==> src/sv/stb_pkg.sv <==
// ----------------------------------------------------------------------------
// stb_pkg: shared types and constants for the soft timer bank
// Holds the timer count, field widths, item kinds and the countdown unit
// result type.
// ----------------------------------------------------------------------------
package stb_pkg;

    // bank size and derived index width
    localparam int TIMER_COUNT = 4;
    localparam int IDX_W       = (TIMER_COUNT > 1) ? $clog2(TIMER_COUNT) : 1;

    // field widths
    localparam int CNT_W  = 32;
    localparam int ID_W   = 8;
    localparam int KIND_W = 2;

    // run-time counter returns to zero instead of showing this value
    localparam logic [CNT_W-1:0] RUN_LIMIT = '1;

    // item kinds
    typedef enum logic [KIND_W-1:0] {
        KIND_TICK  = 2'd0,
        KIND_START = 2'd1,
        KIND_STOP  = 2'd2,
        KIND_CHECK = 2'd3
    } kind_t;

    // result of one pass through the shared countdown unit
    typedef struct packed {
        logic [CNT_W-1:0] count;
        logic             expire;
    } cd_res_t;

endpackage

==> src/sv/soft_timer_bank.sv <==
// ----------------------------------------------------------------------------
// soft_timer_bank: bank of countdown timers with a running tick counter
// Tick walks every timer through one shared countdown unit; start, stop
// and check touch one timer. Every transaction returns one result.
//
//   channel | dir | tdata fields (low bit up)                | tuser
//   s_*     | in  | timer_id[7:0] period[31:0] auto_reload    | kind[1:0]
//   m_*     | out | timed_out run_time[31:0]                  | -
//
// A tick holds the block from accept to the next accept while it reads and
// then writes each timer in turn on the single RAM port and countdown unit;
// start, stop and check visit only their own timer.
// Reset clears all timers through per-entry valid bits, no clearing pass.
// A result waits in the output register; a held result stalls only the
// final step of the following transaction.
// ----------------------------------------------------------------------------
module soft_timer_bank (
    input  logic        clk,
    input  logic        rst_n,
    input  logic        s_tvalid,
    output logic        s_tready,
    input  logic [47:0] s_tdata,   // timer_id[7:0], period[39:8], auto_reload[40]
    input  logic [1:0]  s_tuser,   // kind[1:0]
    output logic        m_tvalid,
    input  logic        m_tready,
    output logic [39:0] m_tdata    // timed_out[0], run_time[32:1]
);
    import stb_pkg::*;

    typedef enum logic [3:0] {
        ST_IDLE = 4'b0001,
        ST_RD   = 4'b0010,
        ST_WR   = 4'b0100,
        ST_DONE = 4'b1000
    } state_t;

    state_t               state_reg, state_next;
    kind_t                kind_reg;
    logic                 id_ok_reg;
    logic [IDX_W-1:0]     idx_reg, idx_next;
    logic [CNT_W-1:0]     period_reg;
    logic                 auto_reg;
    logic                 hit_reg;
    logic [CNT_W-1:0]     tick_total_reg, tick_total_next;
    logic [TIMER_COUNT-1:0] valid_reg, flag_reg, mode_reg;
    logic                 m_tvalid_reg;
    logic                 out_hit_reg;
    logic [CNT_W-1:0]     out_run_reg;

    logic                 s_fire, out_free;
    logic                 ram_we;
    logic [2*CNT_W-1:0]   ram_wdata, ram_rdata;
    logic [CNT_W-1:0]     cur_count, cur_reload;
    cd_res_t              cd_res;

    assign s_fire   = s_tvalid && s_tready;
    assign s_tready = (state_reg == ST_IDLE);
    assign out_free = !m_tvalid_reg || m_tready;

    // counts and preloads, {reload, count} per entry
    stb_ram #(
        .WIDTH (2 * CNT_W),
        .DEPTH (TIMER_COUNT)
    ) u_ram (
        .clk   (clk),
        .we    (ram_we),
        .addr  (idx_reg),
        .wdata (ram_wdata),
        .rdata (ram_rdata)
    );

    // entries never written read as zero
    assign cur_count  = valid_reg[idx_reg] ? ram_rdata[CNT_W-1:0] : '0;
    assign cur_reload = valid_reg[idx_reg] ? ram_rdata[2*CNT_W-1:CNT_W] : '0;

    stb_cd_unit u_cd (
        .count_in  (cur_count),
        .reload_in (cur_reload),
        .auto_in   (mode_reg[idx_reg]),
        .res       (cd_res)
    );

    // write-back data for the current step
    always_comb
    begin
        ram_we    = 1'b0;
        ram_wdata = {cur_reload, cd_res.count};
        if (state_reg == ST_WR && id_ok_reg)
        begin
            case (kind_reg)
                KIND_TICK:
                begin
                    ram_we    = 1'b1;
                    ram_wdata = {cur_reload, cd_res.count};
                end
                KIND_START:
                begin
                    ram_we    = 1'b1;
                    ram_wdata = {period_reg, period_reg};
                end
                KIND_STOP:
                begin
                    ram_we    = 1'b1;
                    ram_wdata = {cur_reload, {CNT_W{1'b0}}};
                end
                default:
                begin
                    ram_we = 1'b0;
                end
            endcase
        end
    end

    // run-time counter step
    always_comb
    begin
        tick_total_next = tick_total_reg + CNT_W'(1);
        if (tick_total_next == RUN_LIMIT)
        begin
            tick_total_next = '0;
        end
    end

    // sequencer
    always_comb
    begin
        state_next = state_reg;
        idx_next   = idx_reg;
        case (state_reg)
            ST_IDLE:
            begin
                if (s_fire)
                begin
                    state_next = ST_RD;
                    if (kind_t'(s_tuser) == KIND_TICK)
                    begin
                        idx_next = '0;
                    end
                    else
                    begin
                        idx_next = s_tdata[IDX_W-1:0];
                    end
                end
            end
            ST_RD:
            begin
                state_next = ST_WR;
            end
            ST_WR:
            begin
                if (kind_reg == KIND_TICK && idx_reg != IDX_W'(TIMER_COUNT - 1))
                begin
                    idx_next   = idx_reg + IDX_W'(1);
                    state_next = ST_RD;
                end
                else
                begin
                    state_next = ST_DONE;
                end
            end
            ST_DONE:
            begin
                if (out_free)
                begin
                    state_next = ST_IDLE;
                end
            end
            default:
            begin
                state_next = ST_IDLE;
            end
        endcase
    end

    // control and timer status registers
    always_ff @(posedge clk or negedge rst_n)
    begin
        if (!rst_n)
        begin
            state_reg      <= ST_IDLE;
            idx_reg        <= '0;
            valid_reg      <= '0;
            flag_reg       <= '0;
            mode_reg       <= '0;
            tick_total_reg <= '0;
            m_tvalid_reg   <= 1'b0;
            hit_reg        <= 1'b0;
        end
        else
        begin
            state_reg <= state_next;
            idx_reg   <= idx_next;
            if (s_fire)
            begin
                hit_reg <= 1'b0;
            end
            // per-timer status update
            if (state_reg == ST_WR && id_ok_reg)
            begin
                case (kind_reg)
                    KIND_TICK:
                    begin
                        valid_reg[idx_reg] <= 1'b1;
                        if (cd_res.expire)
                        begin
                            flag_reg[idx_reg] <= 1'b1;
                        end
                    end
                    KIND_START:
                    begin
                        valid_reg[idx_reg] <= 1'b1;
                        flag_reg[idx_reg]  <= 1'b0;
                        mode_reg[idx_reg]  <= auto_reg;
                    end
                    KIND_STOP:
                    begin
                        valid_reg[idx_reg] <= 1'b1;
                        flag_reg[idx_reg]  <= 1'b0;
                        mode_reg[idx_reg]  <= 1'b0;
                    end
                    default:
                    begin
                        hit_reg           <= flag_reg[idx_reg];
                        flag_reg[idx_reg] <= 1'b0;
                    end
                endcase
            end
            // result hand-off and run-time update
            if (state_reg == ST_DONE && out_free)
            begin
                m_tvalid_reg <= 1'b1;
                if (kind_reg == KIND_TICK)
                begin
                    tick_total_reg <= tick_total_next;
                end
            end
            else if (m_tready)
            begin
                m_tvalid_reg <= 1'b0;
            end
        end
    end

    // captured transaction fields and output payload
    always_ff @(posedge clk)
    begin
        if (s_fire)
        begin
            kind_reg   <= kind_t'(s_tuser);
            id_ok_reg  <= (kind_t'(s_tuser) == KIND_TICK) ||
                          (s_tdata[ID_W-1:0] < ID_W'(TIMER_COUNT));
            period_reg <= s_tdata[ID_W+CNT_W-1:ID_W];
            auto_reg   <= s_tdata[ID_W+CNT_W];
        end
        if (state_reg == ST_DONE && out_free)
        begin
            out_hit_reg <= hit_reg;
            out_run_reg <= (kind_reg == KIND_TICK) ? tick_total_next : tick_total_reg;
        end
    end

    assign m_tvalid = m_tvalid_reg;
    assign m_tdata  = {7'd0, out_run_reg, out_hit_reg};

`ifndef SYNTHESIS
    // a result only appears out of the final sequencer step
    a_result_from_done: assert property (@(posedge clk) disable iff (!rst_n)
        (m_tvalid_reg && !$past(m_tvalid_reg)) |-> $past(state_reg == ST_DONE))
        else $error("result raised outside the final step");

    // only a check can report a timeout
    a_hit_only_check: assert property (@(posedge clk) disable iff (!rst_n)
        (state_reg == ST_DONE && hit_reg) |-> (kind_reg == KIND_CHECK))
        else $error("timeout reported for a non-check transaction");

    // run time never shows the wrap value
    a_run_no_limit: assert property (@(posedge clk) disable iff (!rst_n)
        m_tvalid_reg |-> (out_run_reg != RUN_LIMIT))
        else $error("run time shows the wrap value");

    // tick walk stays inside the bank
    a_idx_range: assert property (@(posedge clk) disable iff (!rst_n)
        (state_reg == ST_WR && id_ok_reg) |-> (idx_reg <= IDX_W'(TIMER_COUNT - 1)))
        else $error("timer index out of range");
`endif

endmodule

==> src/sv/stb_ram.sv <==
// ----------------------------------------------------------------------------
// stb_ram: generic single-port RAM
// One address per cycle, write or read, with registered read data.
// ----------------------------------------------------------------------------
module stb_ram #(
    parameter int WIDTH = 64,
    parameter int DEPTH = 4
) (
    input  logic                                          clk,
    input  logic                                          we,
    input  logic [((DEPTH > 1) ? $clog2(DEPTH) : 1)-1:0]  addr,
    input  logic [WIDTH-1:0]                              wdata,
    output logic [WIDTH-1:0]                              rdata
);

    logic [WIDTH-1:0] mem [DEPTH];

    // write port and registered read
    always_ff @(posedge clk)
    begin
        if (we)
        begin
            mem[addr] <= wdata;
        end
        rdata <= mem[addr];
    end

endmodule

==> src/sv/stb_cd_unit.sv <==
// ----------------------------------------------------------------------------
// stb_cd_unit: shared countdown unit
// Applies one tick to one timer: decrement, zero detect and reload.
// ----------------------------------------------------------------------------
module stb_cd_unit (
    input  logic [stb_pkg::CNT_W-1:0] count_in,
    input  logic [stb_pkg::CNT_W-1:0] reload_in,
    input  logic                      auto_in,
    output stb_pkg::cd_res_t          res
);
    import stb_pkg::*;

    logic [CNT_W-1:0] dec;

    // decrement and expiry detect
    always_comb
    begin
        dec        = count_in - CNT_W'(1);
        res.count  = count_in;
        res.expire = 1'b0;
        if (count_in != '0)
        begin
            res.count = dec;
            if (dec == '0)
            begin
                res.expire = 1'b1;
                if (auto_in)
                begin
                    res.count = reload_in;
                end
            end
        end
    end

endmodule

==> config.mk <==
export PLATFORM = sky130hd
export DESIGN_NAME = soft_timer_bank
export DESIGN_NICKNAME = d
export VERILOG_FILES = /design/src/sv/stb_pkg.sv /design/src/sv/soft_timer_bank.sv /design/src/sv/stb_ram.sv /design/src/sv/stb_cd_unit.sv
export SDC_FILE = /design/constraint.sdc
export NUM_CORES = 1
export LEC_CHECK = 0
export BUFFER_PORTS_ARGS = -buffer_cell sky130_fd_sc_hd__buf_2
export CORE_AREA = 3 3 189 191
export DETAILED_ROUTE_END_ITERATION = 12
export DIE_AREA = 0 0 192 194
export PLACE_DENSITY = 0.72
export SLEW_MARGIN = 20
export SYNTH_ARGS = -nofsm -noshare
export SYNTH_HDL_FRONTEND = slang
export SYNTH_SLANG_ARGS = --single-unit
==> constraint.sdc <==
create_clock -name clk -period 7.6 [get_ports clk]
set_clock_uncertainty 0.1 [all_clocks]
set_input_delay 0.38 -clock clk [delete_from_list [all_inputs] [get_ports clk]]
set_output_delay 0.38 -clock clk [all_outputs]
set_load 0.03 [all_outputs]
# Yosys cells after proc, flatten, opt, wreduce, memory -nomap -nowiden
# Memories as Yosys holds them, arrays and structs flattened. A register that Yosys moved wholly into a read port is not among the register bits.
# Cells that the tools add are included.
[op_classes]
reduce_logical = 21
bitwise = 5
muxes = 38
n_eq_ne = 12
magnitude_cmp = 3
add_sub_neg = 3
[op_table]
columns = ["op", "n"]
rows = [
  ["two-way mux 32 bit", 5],
  ["one-hot mux 64 bit (2 select lines)", 1],
  ["two-way mux 33 bit", 2],
  ["two-way mux 64 bit", 1],
  ["adder 32 x 1 -> 32 bit (second input constant)", 1],
  ["equality test 32 bit (second input constant)", 1],
  ["zero test 32 bit", 1],
  ["nonzero test 32 bit", 1],
  ["subtractor 32 x 1 -> 32 bit (second input constant)", 1],
  ["two-way mux 4 bit", 5],
  ["one-hot mux 4 bit (4 select lines)", 1],
  ["two-way mux 1 bit", 13],
  ["bitwise AND 4 bit", 2],
  ["less-than comparator 8 x 3 -> 1 bit (second input constant)", 1],
  ["OR 4 bit", 2],
  ["one-hot mux 4 bit (2 select lines)", 1],
  ["AND reduction 2 bit", 4],
  ["binary-select mux 1 bit (select 2 bit)", 3],
  ["two-way mux 2 bit", 3],
  ["!= test 2 bit (second input constant)", 3],
  ["nonzero test 2 bit", 3],
  ["logical AND 1 bit", 5],
  ["bitwise mux 4 bit", 1],
  ["equality test 4 x 1 -> 1 bit (second input constant)", 1],
  ["17 further kinds", 20],
]
[totals]
output_inout_bits = 42
ram_bits = 256
register_bits = 121
inputBits = 54
n_memories = 1
[mem_list]
columns = ["name", "depth", "word_bits", "rd", "rd_clocked_by_memory_dff", "wr", "line", "rtl"]
rows = [
  ["u_ram.mem", 4, 64, 1, 1, 1, "stb_ram.sv:16", "logic [WIDTH-1:0] mem [DEPTH];"],
]

# Logic depth before layout (Yosys ltp)
# Gate-level depths: netlist of run 1.
[logic_depth]
ltp_word = 9
mapped_depth = 19

# Hierarchy
# Synthesis of run 1 repeated with hierarchy kept, for this count alone.
[unflattened]
cells_unflattened = 1379
area_unflattened_um2 = 19311.0
[by_module_without_submodules]
columns = ["module", "instances", "cells_per_inst", "seq_area_each_um2", "area_per_inst_um2"]
rows = [
  ["stb_ram", 1, 404, 8968.6, 10567.6],
  ["soft_timer_bank", 1, 766, 3374.5, 7342.0],
  ["stb_cd_unit", 1, 209, 0.0, 1401.3],
]

# Least setup slack after synthesis of run 1
# OpenSTA, ideal clock, no wires.
[synth_timing]
kind = "register to register"
start = "register idx_reg[0]"
end = "memory u_ram.mem[0][18] (data pin)"
period_less_slack_ns = 4.219
t_arrival_ns = 3.944
path_slack_ns = 3.381
path_stages_with_launch = 17
path_cell_list = "dfrtp_1 -> buf_2 -> mux4_2 -> buf_2 -> buf_2 -> clkbuf_1 -> clkbuf_1 -> nand2_1 -> ha_1 -> clkbuf_1 -> buf_2 -> o221a_2 -> nor4_1 -> nand4_1 -> nor4_1 -> a31oi_1 -> o21ai_1"
[synth_between]
elab_chain_len = 9
word_cells_on_any_way = 14
classes_between = "1 x add/sub; 11 x mux; 2 x reduce/logical"
[synth_rtl]
columns = ["element", "line", "rtl"]
rows = [
  ["from (decl)", "soft_timer_bank.sv:40", "logic [IDX_W-1:0] idx_reg, idx_next;"],
  ["from (signal assigned)", "soft_timer_bank.sv:192", "idx_reg <= idx_next;"],
  ["binary-select mux 1 bit (select 2 bit)", "soft_timer_bank.sv:73, soft_timer_bank.sv:74", ""],
  ["two-way mux 1 bit (implied by the code)", "soft_timer_bank.sv:73, soft_timer_bank.sv:74", ""],
  ["two-way mux 32 bit", "soft_timer_bank.sv:73", "assign cur_count = valid_reg[idx_reg] ? ram_rdata[CNT_W-1:0] : '0;"],
  ["subtractor 32 x 1 -> 32 bit", "stb_cd_unit.sv:18", "dec = count_in - CNT_W'(1);"],
  ["zero test 32 bit or two-way mux 32 bit (tied branches)", "stb_cd_unit.sv:24, stb_cd_unit.sv:27", ""],
  ["two-way mux 33 bit", "stb_cd_unit.sv:24", "if (dec == '0)"],
  ["two-way mux 33 bit *", "stb_cd_unit.sv:21", "if (count_in != '0)"],
  ["one-hot mux 64 bit (2 select lines)", "soft_timer_bank.sv:90", "case (kind_reg)"],
  ["two-way mux 64 bit *", "soft_timer_bank.sv:88", "if (state_reg == ST_WR && id_ok_reg)"],
  ["net ram_wdata[18]", "soft_timer_bank.sv:52", "logic [2*CNT_W-1:0] ram_wdata, ram_rdata;"],
  ["to (decl)", "stb_ram.sv:16", ""],
]
# Mark *: on every way through the listed nets, which the timed path passes. The rest lies on a longest branch. The select of a mux whose other input is x is not followed.

# Worst setup path after layout of run 1
[layout_timing]
start = "register idx_reg[0]"
end = "memory u_ram.mem[2][28] (data pin)"
# The elaborated chain is that of the path after synthesis.

==> flow_summary.yaml, run 1 <==
synth:
  ys_warn_count: 0
  synth_top_cell_area_share_pct: 51.9
  mappedNetlistArea_sq_um: 18800
  ys_types: 76
  synthFlopType: "edfxtp_1"
  ys_ff_latch: 441
  yosys.area.top_type: "edfxtp_1"
  ys_seq_area_share_pct: 65.6
  synthCells: 1349
  synth_area_per_cell_sq_um: 13.9
  synthTopCellsByArea: "edfxtp_1, mux4_2, dfxtp_1, dfrtp_1, nand2_1"
  synth_enable_flop_cells: 325
  synthArstFlopShare_pct: 11.8
route:
  vias: 11900
  drt_wl_total_um: 42800
  wl_per_cell_um: 22.2
  ant_nets: 0
  vias_per_cell: 6.20
  drtPass1Iterations: 5
  drt-initial-drc-count: 989
  drc_errors: 0
floorplan:
  boundaryPins: 96
  die_width_um: 192
  die_y_um: 194
  dieArea_sq_um: 37200
  initial_core_util_pct: 54.9
  core-area_sq_um: 34300
  row_count: 68
cells_and_area:
  layout_common_cells: "edfxtp_1, nand2_1, o21ai_0"
  largest-register: "u_ram.mem"
  fin_nets: 1505
  drive_above_1_share_pct: 19.4
  fin_util_pct: 62.3
  final_common_cell: "edfxtp_1"
  syn2layout_area_growth_pct: 13.6
  antenna_cells: 0
  top_regs: "u_ram.mem: 256 flops, u_ram.rdata: 64 flops"
  largest_register_ffs: 256
setup_path:
  cp.buffers_inverters: 1
  worstPathArrival_ns: 5.46
  slowest_stage: "dfrtp_4"
  criticalPathCategory: "register to register"
  end_kind: "register"
  worstPathRequired_ns: 7.83
  r2r_cells: 11
  crit_fanout: 30
  path_cells: "mux4_2 > nand2_1 > ha_1 > buf_4 > xnor2_1 > nor4bb_1 > nand4_1 > nor3_1 > and4b_1 > nand3_2 > o21ai_0"
  crit_family: "simple AND/OR/NAND/NOR gates"
  crit_path_start_kind: "register"
  cpPeakStageDelay_ns: 0.80
  cp_num_cells: 11
placed_design:
  pre_cts_slack_ns: 2.40
  dp_hpwl_um: 25900
  io_buffers: 81
  gp_congestion: 0.929
timing:
  setup_violations: 0
  tns_ns: 0
  relSlewSlack_pct: 29.3
  slew_viol_final: 0
  final_hold_viol_count: 0
  post-route-period-util_pct: 68.8
  tightest_slew_ns: 1.06
  fin_ws_ns: 2.37
  min_period_ns: 5.23
  fmax_ghz: 0.191
  rsz0062_at_grt: "no"
clock_network:
  htree_levels: 2
  cts_tree: "yes"
  cts_setup_buffers: 0
  insertion_delay_ns: 0.56
  clock_path_buffers: 3
  clockRootBuffer: "clkbuf_16"
  cts_buffers: 44
  clk_pin_slew_worst_paths_ns: 0.06
  cts.sinks: 441
power_and_ir_drop:
  powerDensity_nw_per_um2: 345
  peakVddDrop_uv: 334
  p_leak_nw: 7.55
status:
  status: "finished clean"
flow_run:
  drv_cap: 0
grt:
  antenna_found_initial: 0
  gr-usage-all-layers_pct: 23.2
  grt_pass1_vias: 11700
  grt_max_degree: 66
  grt_pass1_wl_um: 67000
  grt.overflow.total: 0
hold_path:
  holdPathStages: 3
  min_path_type: "input pin to register"
## tightest hold or removal path, delay by kind of cell
family / cells / cell delay, ns
buf+inv: 1 / 0.10
compound gates: 2 / 0.17
## power by group
part | switching [mW] | leakage [nW] | internal (mW)
clock network | 0.884 | 0.730 | 1.36
logic | 0.999 | 2.66 | 0.679
registers | 0.340 | 4.16 | 3.10
total | 2.22 | 7.55 | 5.14
## cell type report
| cell class | count | area [sq um] |
|---|---|---|
| Multi-Input combinational cell | 806 | 6030 |
| Tap cell | 455 | 569 |
| Inverter | 15 | 56.3 |
| Fill cell | 2507 | 12900 |
| Clock inverter | 25 | 338 |
| Timing Repair Buffer | 130 | 863 |
| Clock buffer | 55 | 1160 |
| Sequential cell | 441 | 12300 |
## cells in the mapped netlist, types with 5 or more instances
cell	number
clkbuf_1	51
nand4_1	21
inv_1	15
or3_1	7
nand4b_1	5
buf_1	13
a31oi_1	35
dfrtp_1	51
nor2_1	64
a31o_1	9
nand3_1	32
and2_1	12
ha_1	13
or4_1	6
edfxtp_1	325
nor3_1	29
o21ai_0	86
dfxtp_1	64
buf_2	12
a31o_2	5
buf_4	10
xnor2_1	15
nand2b_1	9
nor2b_1	13
a21o_1	23
nand2_1	115
a22oi_1	10
a22o_1	26
nor4_1	13
or2_2	19
a211oi_1	5
xor2_1	7
mux4_2	67
and3_1	24
and4_1	10
mux2_2	8
o31ai_1	5
a21oi_1	42
## worst paths after layout
| check | endpoint | slack (ns) | from |
|---|---|---|---|
| worst max-delay path | u_ram.mem[2][28] | 2.37 | idx_reg[0] |
| worst min-delay path | idx_reg[0] | 0.04 | s_tdata[0] |
| worst max register to register | u_ram.mem[2][28] | 2.37 | idx_reg[0] |
| worst min register to register | out_hit_reg | 0.36 | hit_reg |
| max in group asynchronous | idx_reg[0] | 6.44 | rst_n |
| min in group asynchronous | m_tvalid | 0.41 | rst_n |
## per-stage QoR
step / instances / power (mW) / cell area [sq um] / hold slack, ns
5_1_grt: 1927 / 7.68 / 21400 / 0.0440
3_5_place_dp: 1811 / 5.12 / 19500 / 0.345
2_1_floorplan: 1355 / 4.58 / 18800 / -0.0156
3_3_place_gp: 1811 / 5.07 / 19500 / 0.339
4_1_cts: 1927 / 7.39 / 21400 / 0.0103
6_report: 1927 / 7.36 / 21400 / 0.0372
## repair_timing
action,in CTS,in global routing
endpoints found under the hold margin,86,0
setup endpoints to repair,0,0
hold buffers,36,0
gates resized for setup,0,0
## cell families (layout without fill, tap and decap cells)
kind of cell               after synthesis  in the layout  synth area share, %
DFF                                    441            441                 65.6
other                                    1              7               0.0199
buffers and inverters                  108            225                 2.61
adders and majority gates               13             13                0.864
xor gates and xnor gates                22             22                 1.02
AOI/OAI and AO/OA                      285            285                 10.0
and+or+nand+nor                        401            401                 11.2
muxes                                   78             78                 8.66
## per-layer routing
| layer | wire (um) | up-vias | GRT usage [%] |
|---|---|---|---|
| li1 | - | 5411 | - |
| met1 | 18100 | 6000 | 32.8 |
| met2 | 20900 | 439 | 37.3 |
| met3 | 2540 | 90 | 3.25 |
| met4 | 1290 | 0 | 8.15 |
| met5 | 0 | - | 0 |
(Power assumes the default switching activity.)
==> run 2, diff against run 1 <==
clock period = 5.2 ns   (was 7.6 ns; I/O delays follow)
==> flow_summary.yaml, run 2 (synthesis results as in run 1) <==
setup_path:
  critical_path.most_common_cell: "nor3_1"
  end_kind: "register"
  worstPathRequired_ns: 5.43
  cpPeakStageDelay_ns: 0.56
  crit_path_start_kind: "register"
  criticalPathCategory: "register to register"
  worstPathArrival_ns: 4.53
  r2r_start: "idx_reg[0]"
  crit_fanout: 20
  slowest_stage: "and4b_1"
  path_cells: "mux4_2 > nand2_1 > ha_1 > inv_1 > a211oi_1 > o32ai_1 > nand4_1 > nor3_1 > and4b_1 > buf_4 > a21oi_1 > nor3_1"
  crit_start: "idx_reg[0]"
cells_and_area:
  antenna_cells: 0
  drive_above_1_share_pct: 20.1
  largest-register: "u_ram.mem"
  syn2layout_area_growth_pct: 14.5
  largest_register_ffs: 256
  fin_util_pct: 62.8
  fin_nets: 1521
  layout_common_cells: "edfxtp_1, nand2_1, o21ai_0"
  final_common_cell: "edfxtp_1"
  final_area_sq_um: 21500
  top_regs: "u_ram.mem: 256 flops, u_ram.rdata: 64 flops"
timing:
  fmax_ghz: 0.232
  setup_violations: 0
  final_hold_viol_count: 0
  rsz0062_at_grt: "no"
  slew_viol_final: 0
  tns_ns: 0
  fin_ws_ns: 0.895
  tightest_slew_ns: 1.06
  relSlewSlack_pct: 29.1
  min_period_ns: 4.31
  post-route-period-util_pct: 82.8
route:
  wl_per_cell_um: 22.3
  ant_nets: 0
  vias_per_cell: 6.11
  drc_errors: 0
  drt-initial-drc-count: 1039
  drtPass1Iterations: 5
  drt_wl_total_um: 43300
  vias: 11900
floorplan:
  dieArea_sq_um: 37200
  die_y_um: 194
  initial_core_util_pct: 54.9
  die_width_um: 192
  row_count: 68
  boundaryPins: 96
  core-area_sq_um: 34300
clock_network:
  insertion_delay_ns: 0.58
  cts_buffers: 45
  cts.sinks: 441
  cts_resized: 0
  cts_tree: "yes"
  cts_setup_buffers: 0
  clock_path_buffers: 3
  clockRootBuffer: "clkbuf_16"
  clk_pin_slew_worst_paths_ns: 0.06
  ctsHoldBuffers: 40
  htree_levels: 2
hold_path:
  hold_start: "s_tdata[1]"
  min_path_type: "input pin to register"
power_and_ir_drop:
  switchingPower_mw: 3.32
  powerDensity_nw_per_um2: 505
  p_sw_share_pct: 30.6
  power_frac_seq_pct: 45.1
  p_leak_nw: 7.65
  power_frac_clock_pct: 30.6
  intPower_mw: 7.55
  peakVddDrop_uv: 403
  comb_power_share_pct: 24.3
placed_design:
  place_area_sq_um: 19600
  io_buffers: 81
  pre_cts_slack_ns: 0.917
  gp_congestion: 0.927
  dp_hpwl_um: 26700
grt:
  grt.overflow.total: 0
  gr-usage-all-layers_pct: 23.8
  grt_pass1_wl_um: 68400
  antenna_found_initial: 0
  grt_max_degree: 66
  grt_pass1_vias: 12000
flow_run:
  drv_cap: 0
status:
  status: "finished clean"
## run 2: cell count changes in the layout (fill, tap and decap cells not counted), moves of 2 or more
cell	before	now
buf_12	0	2
buf_4	13	22
clkbuf_8	0	2
dlygate4sd3_1	36	40
## run 2: metrics by stage
step / hold WS, ns / instances / power, mW
final: 0.0765 / 1946 / 10.9
after global routing: 0.124 / 1946 / 11.3
after CTS: 0.0672 / 1946 / 10.9
after detailed placement: 0.338 / 1822 / 7.54
after global placement: 0.337 / 1822 / 7.47
after floorplan: -0.136 / 1355 / 6.69
## run 2: worst max-delay path: cells and delay by family, from the launching register on
family                     cells  cell delay [ns]
buffers and inverters          2             0.64
and+or+nand+nor                5             1.38
adders and majority gates      1             0.50
DFF                            1             0.48
muxes                          1             0.42
AOI/OAI and AO/OA              3             0.54
## run 2: final timing paths
path                              endpoint  slack, ns  depth (start not counted)
max reg2reg                u_ram.mem[3][1]       0.89                         12
min                             idx_reg[1]       0.08                          5
max                        u_ram.mem[3][1]       0.89                         12
min in group asynchronous     state_reg[3]       0.26                          3
min reg2reg                   valid_reg[3]       0.37                          1
max in group asynchronous       idx_reg[0]       4.22                          3
## run 2: power groups by stage
stage               Combinational [mW]  Clock, mW  Sequential, mW
finish                            2.65       3.33            4.90
global route                      2.89       3.52            4.94
CTS                               2.63       3.38            4.89
detailed placement                2.59          0            4.95
global placement                  2.52          0            4.95
floorplan                         1.89          0            4.79
## run 2: per-layer routing
metal	vias up	GRT usage, %	share of wire (%)
met5	-	0	0
met1	5979	32.2	42
met3	73	3.58	5.2
met4	0	8.34	2.9
li1	5443	-	-
met2	389	39.7	50
## run 2: area by class of cell
cell class | instances | area (sq um)
multi-input combinational | 806 | 6030
inverter | 15 | 56.3
timing repair buffer | 145 | 1010
sequential | 441 | 12300
clock buffer | 57 | 1190
fill | 2559 | 12700
clock inverter | 27 | 342
tap | 455 | 569
==> run 3, diff against run 2 <==
ABC_AREA = 1   (was not set)
CORE_AREA = 3 3 195 197   (was 3 3 189 191)
DIE_AREA = 0 0 198 200   (was 0 0 192 194)
clock period = 4.1 ns   (was 5.2 ns; I/O delays follow)
==> flow_summary.yaml, run 3 <==
status:
  status: "finished clean"
route:
  drtPass1Iterations: 5
  wl_per_cell_um: 18.3
  vias: 15000
  ant_nets: 0
  drc_errors: 0
  drt_wl_total_um: 48300
  vias_per_cell: 5.68
  drt-initial-drc-count: 1313
grt:
  antenna_found_initial: 0
  grt_pass1_wl_um: 75700
  grt.overflow.total: 0
  grt_max_degree: 88
  grt_pass1_vias: 14300
  gr-usage-all-layers_pct: 24.3
synth:
  ys_types: 49
  synthArstFlopShare_pct: 11.8
  synth_enable_flop_cells: 325
  synthFlopType: "edfxtp_1"
  synth_top_cell_area_share_pct: 48.7
  synth_area_per_cell_sq_um: 9.83
  mappedNetlistArea_sq_um: 20000
  ys_ff_latch: 441
  yosys.area.top_type: "edfxtp_1"
  synthMostInstantiatedCell: "nand2_1"
  synth_commonest_cells: "nand2_1, edfxtp_1, nor2_1"
  ys_warn_count: 0
  synthCells: 2039
  synthTopCellsByArea: "edfxtp_1, nand2_1, dfxtp_1, dfrtp_1, o21ai_0"
  ys_seq_area_share_pct: 61.6
timing:
  fmax_ghz: 0.267
  rsz0062_at_grt: "no"
  tightest_slew_ns: 1.02
  tns_ns: 0
  setup_violations: 0
  min_period_ns: 3.75
  post-route-period-util_pct: 91.4
  final_hold_viol_count: 0
  slew_viol_final: 0
  relSlewSlack_pct: 32.1
cells_and_area:
  fillerInstances: 2883
  layout_common_cells: "nand2_1, edfxtp_1, o21ai_0"
  drive_above_1_share_pct: 13.1
  final_area_sq_um: 22700
  fin_nets: 2199
  final_common_cell: "nand2_1"
  largest-register: "u_ram.mem"
  top_regs: "u_ram.mem: 256 flops, u_ram.rdata: 64 flops"
  syn2layout_area_growth_pct: 13.4
  largest_register_ffs: 256
  antenna_cells: 0
placed_design:
  io_buffers: 81
  dp_hpwl_um: 30100
  gp_congestion: 0.968
  place_area_sq_um: 20900
setup_path:
  worstPathRequired_ns: 4.34
  worstPathArrival_ns: 3.99
  crit_fanout: 45
  criticalPathCategory: "register to register"
  crit_path_start_kind: "register"
  r2r_cells: 21
  end_kind: "register"
clock_network:
  cts_tree: "yes"
  cts.sinks: 441
  clock_path_buffers: 3
  cts_resized: 0
  htree_levels: 2
  cts_buffers: 44
  insertion_delay_ns: 0.58
  clockRootBuffer: "clkbuf_16"
  clk_pin_slew_worst_paths_ns: 0.06
power_and_ir_drop:
  powerDensity_nw_per_um2: 816
  peakVddDrop_uv: 713
  p_total_mw: 18.5
  p_leak_nw: 9.13
flow_run:
  drv_cap: 0
floorplan:
  dieArea_sq_um: 39600
  initial_core_util_pct: 55.0
  row_count: 70
  core-area_sq_um: 36400
  boundaryPins: 96
  die_y_um: 200
  die_width_um: 198
hold_path:
  min_path_type: "input pin to async pin"
## run 3: changes by cell type after synthesis, sizes merged, moves of 67 or more
cell,previous run,this run
o21ai,88,229
nor2,64,236
nand3,33,118
mux4,67,0
inv,15,124
nand2,115,488
## run 3: worst max-delay path, stage by stage, from the launching register on
cell and delay [ns]:
dfrtp_4 0.54, inv_4 0.11, nand2_1 0.08, nand2_1 0.11
nand2_4 0.07, nand2_8 0.13, buf_4 0.44, o21ai_0 0.21
nand2_1 0.14, nor2_1 0.10, nand2_1 0.13, nor2_1 0.05
nand2_1 0.07, nand2_2 0.11, nor2_1 0.12, nand2_1 0.09
nor2_4 0.13, buf_12 0.20, nand4_1 0.10, nand2_1 0.07
nand2_1 0.06, a21oi_2 0.28
## run 3: cell families after synthesis
logic type | count (synthesis) | synth area share (%)
simple gates | 927 | 19.9
flops | 441 | 61.6
compound gates | 382 | 11.1
buf+inv | 247 | 5.29
xor+xnor | 28 | 1.22
fa+ha+maj | 13 | 0.812
other cells | 1 | 0.0187
## run 3: routing by layer
layer,vias to the layer above,track usage (%),routed length [um],part of all wire [%]
li1,7209,-,-,-
met4,0,9.31,1300,2.7
met1,7106,32.7,20500,42
met3,95,3.63,3290,6.8
met2,565,40.6,23200,48
met5,-,0,0,0
## run 3: final timing paths
check,startpoint,end,slack [ns]
max in group asynchronous,rst_n,idx_reg[0],3.20
min in group clk,s_tdata[36],period_reg[28],0.24
min,rst_n,state_reg[1],0.19
max reg2reg,idx_reg[0],u_ram.mem[3][19],0.35
min reg2reg,hit_reg,out_hit_reg,0.36
max,idx_reg[0],u_ram.mem[3][19],0.35
## run 3: through the flow
stage / worst slack [ns] / util, % / cells / hold slack [ns]
2_1_floorplan: 0.417 / - / 2045 / -0.191
5_1_grt: 0.0201 / 62.4 / 2636 / 0.247
4_1_cts: 0.346 / 62.3 / 2635 / 0.197
3_3_place_gp: 0.524 / 57.2 / 2511 / 0.267
6_report: 0.352 / 62.4 / 2636 / 0.194
3_5_place_dp: 0.405 / 57.2 / 2511 / 0.273
## run 3: power by group
group / switching [mW] / total, mW / internal [mW]
clock network: 1.65 / 3.96 / 2.31
logic: 5.73 / 8.03 / 2.31
registers: 0.434 / 6.54 / 6.11
total: 7.81 / 18.5 / 10.7
## run 3: repair_timing
action	CTS	global route
endpoints found under the setup margin	0	0
hold endpoints to repair	94	0
hold buffers	42	0
buffers inserted	0	0
## run 3: layout make-up
type / instances / area [sq um] / share of cell area [%]
Clock inverter: 25 / 204 / 0.897
Multi-Input combinational cell: 1357 / 6710 / 29.5
Clock buffer: 57 / 1230 / 5.42
Timing Repair Buffer: 160 / 1170 / 5.13
Tap cell: 468 / 586 / 2.58
Sequential cell: 441 / 12300 / 54.3
Inverter: 128 / 485 / 2.14
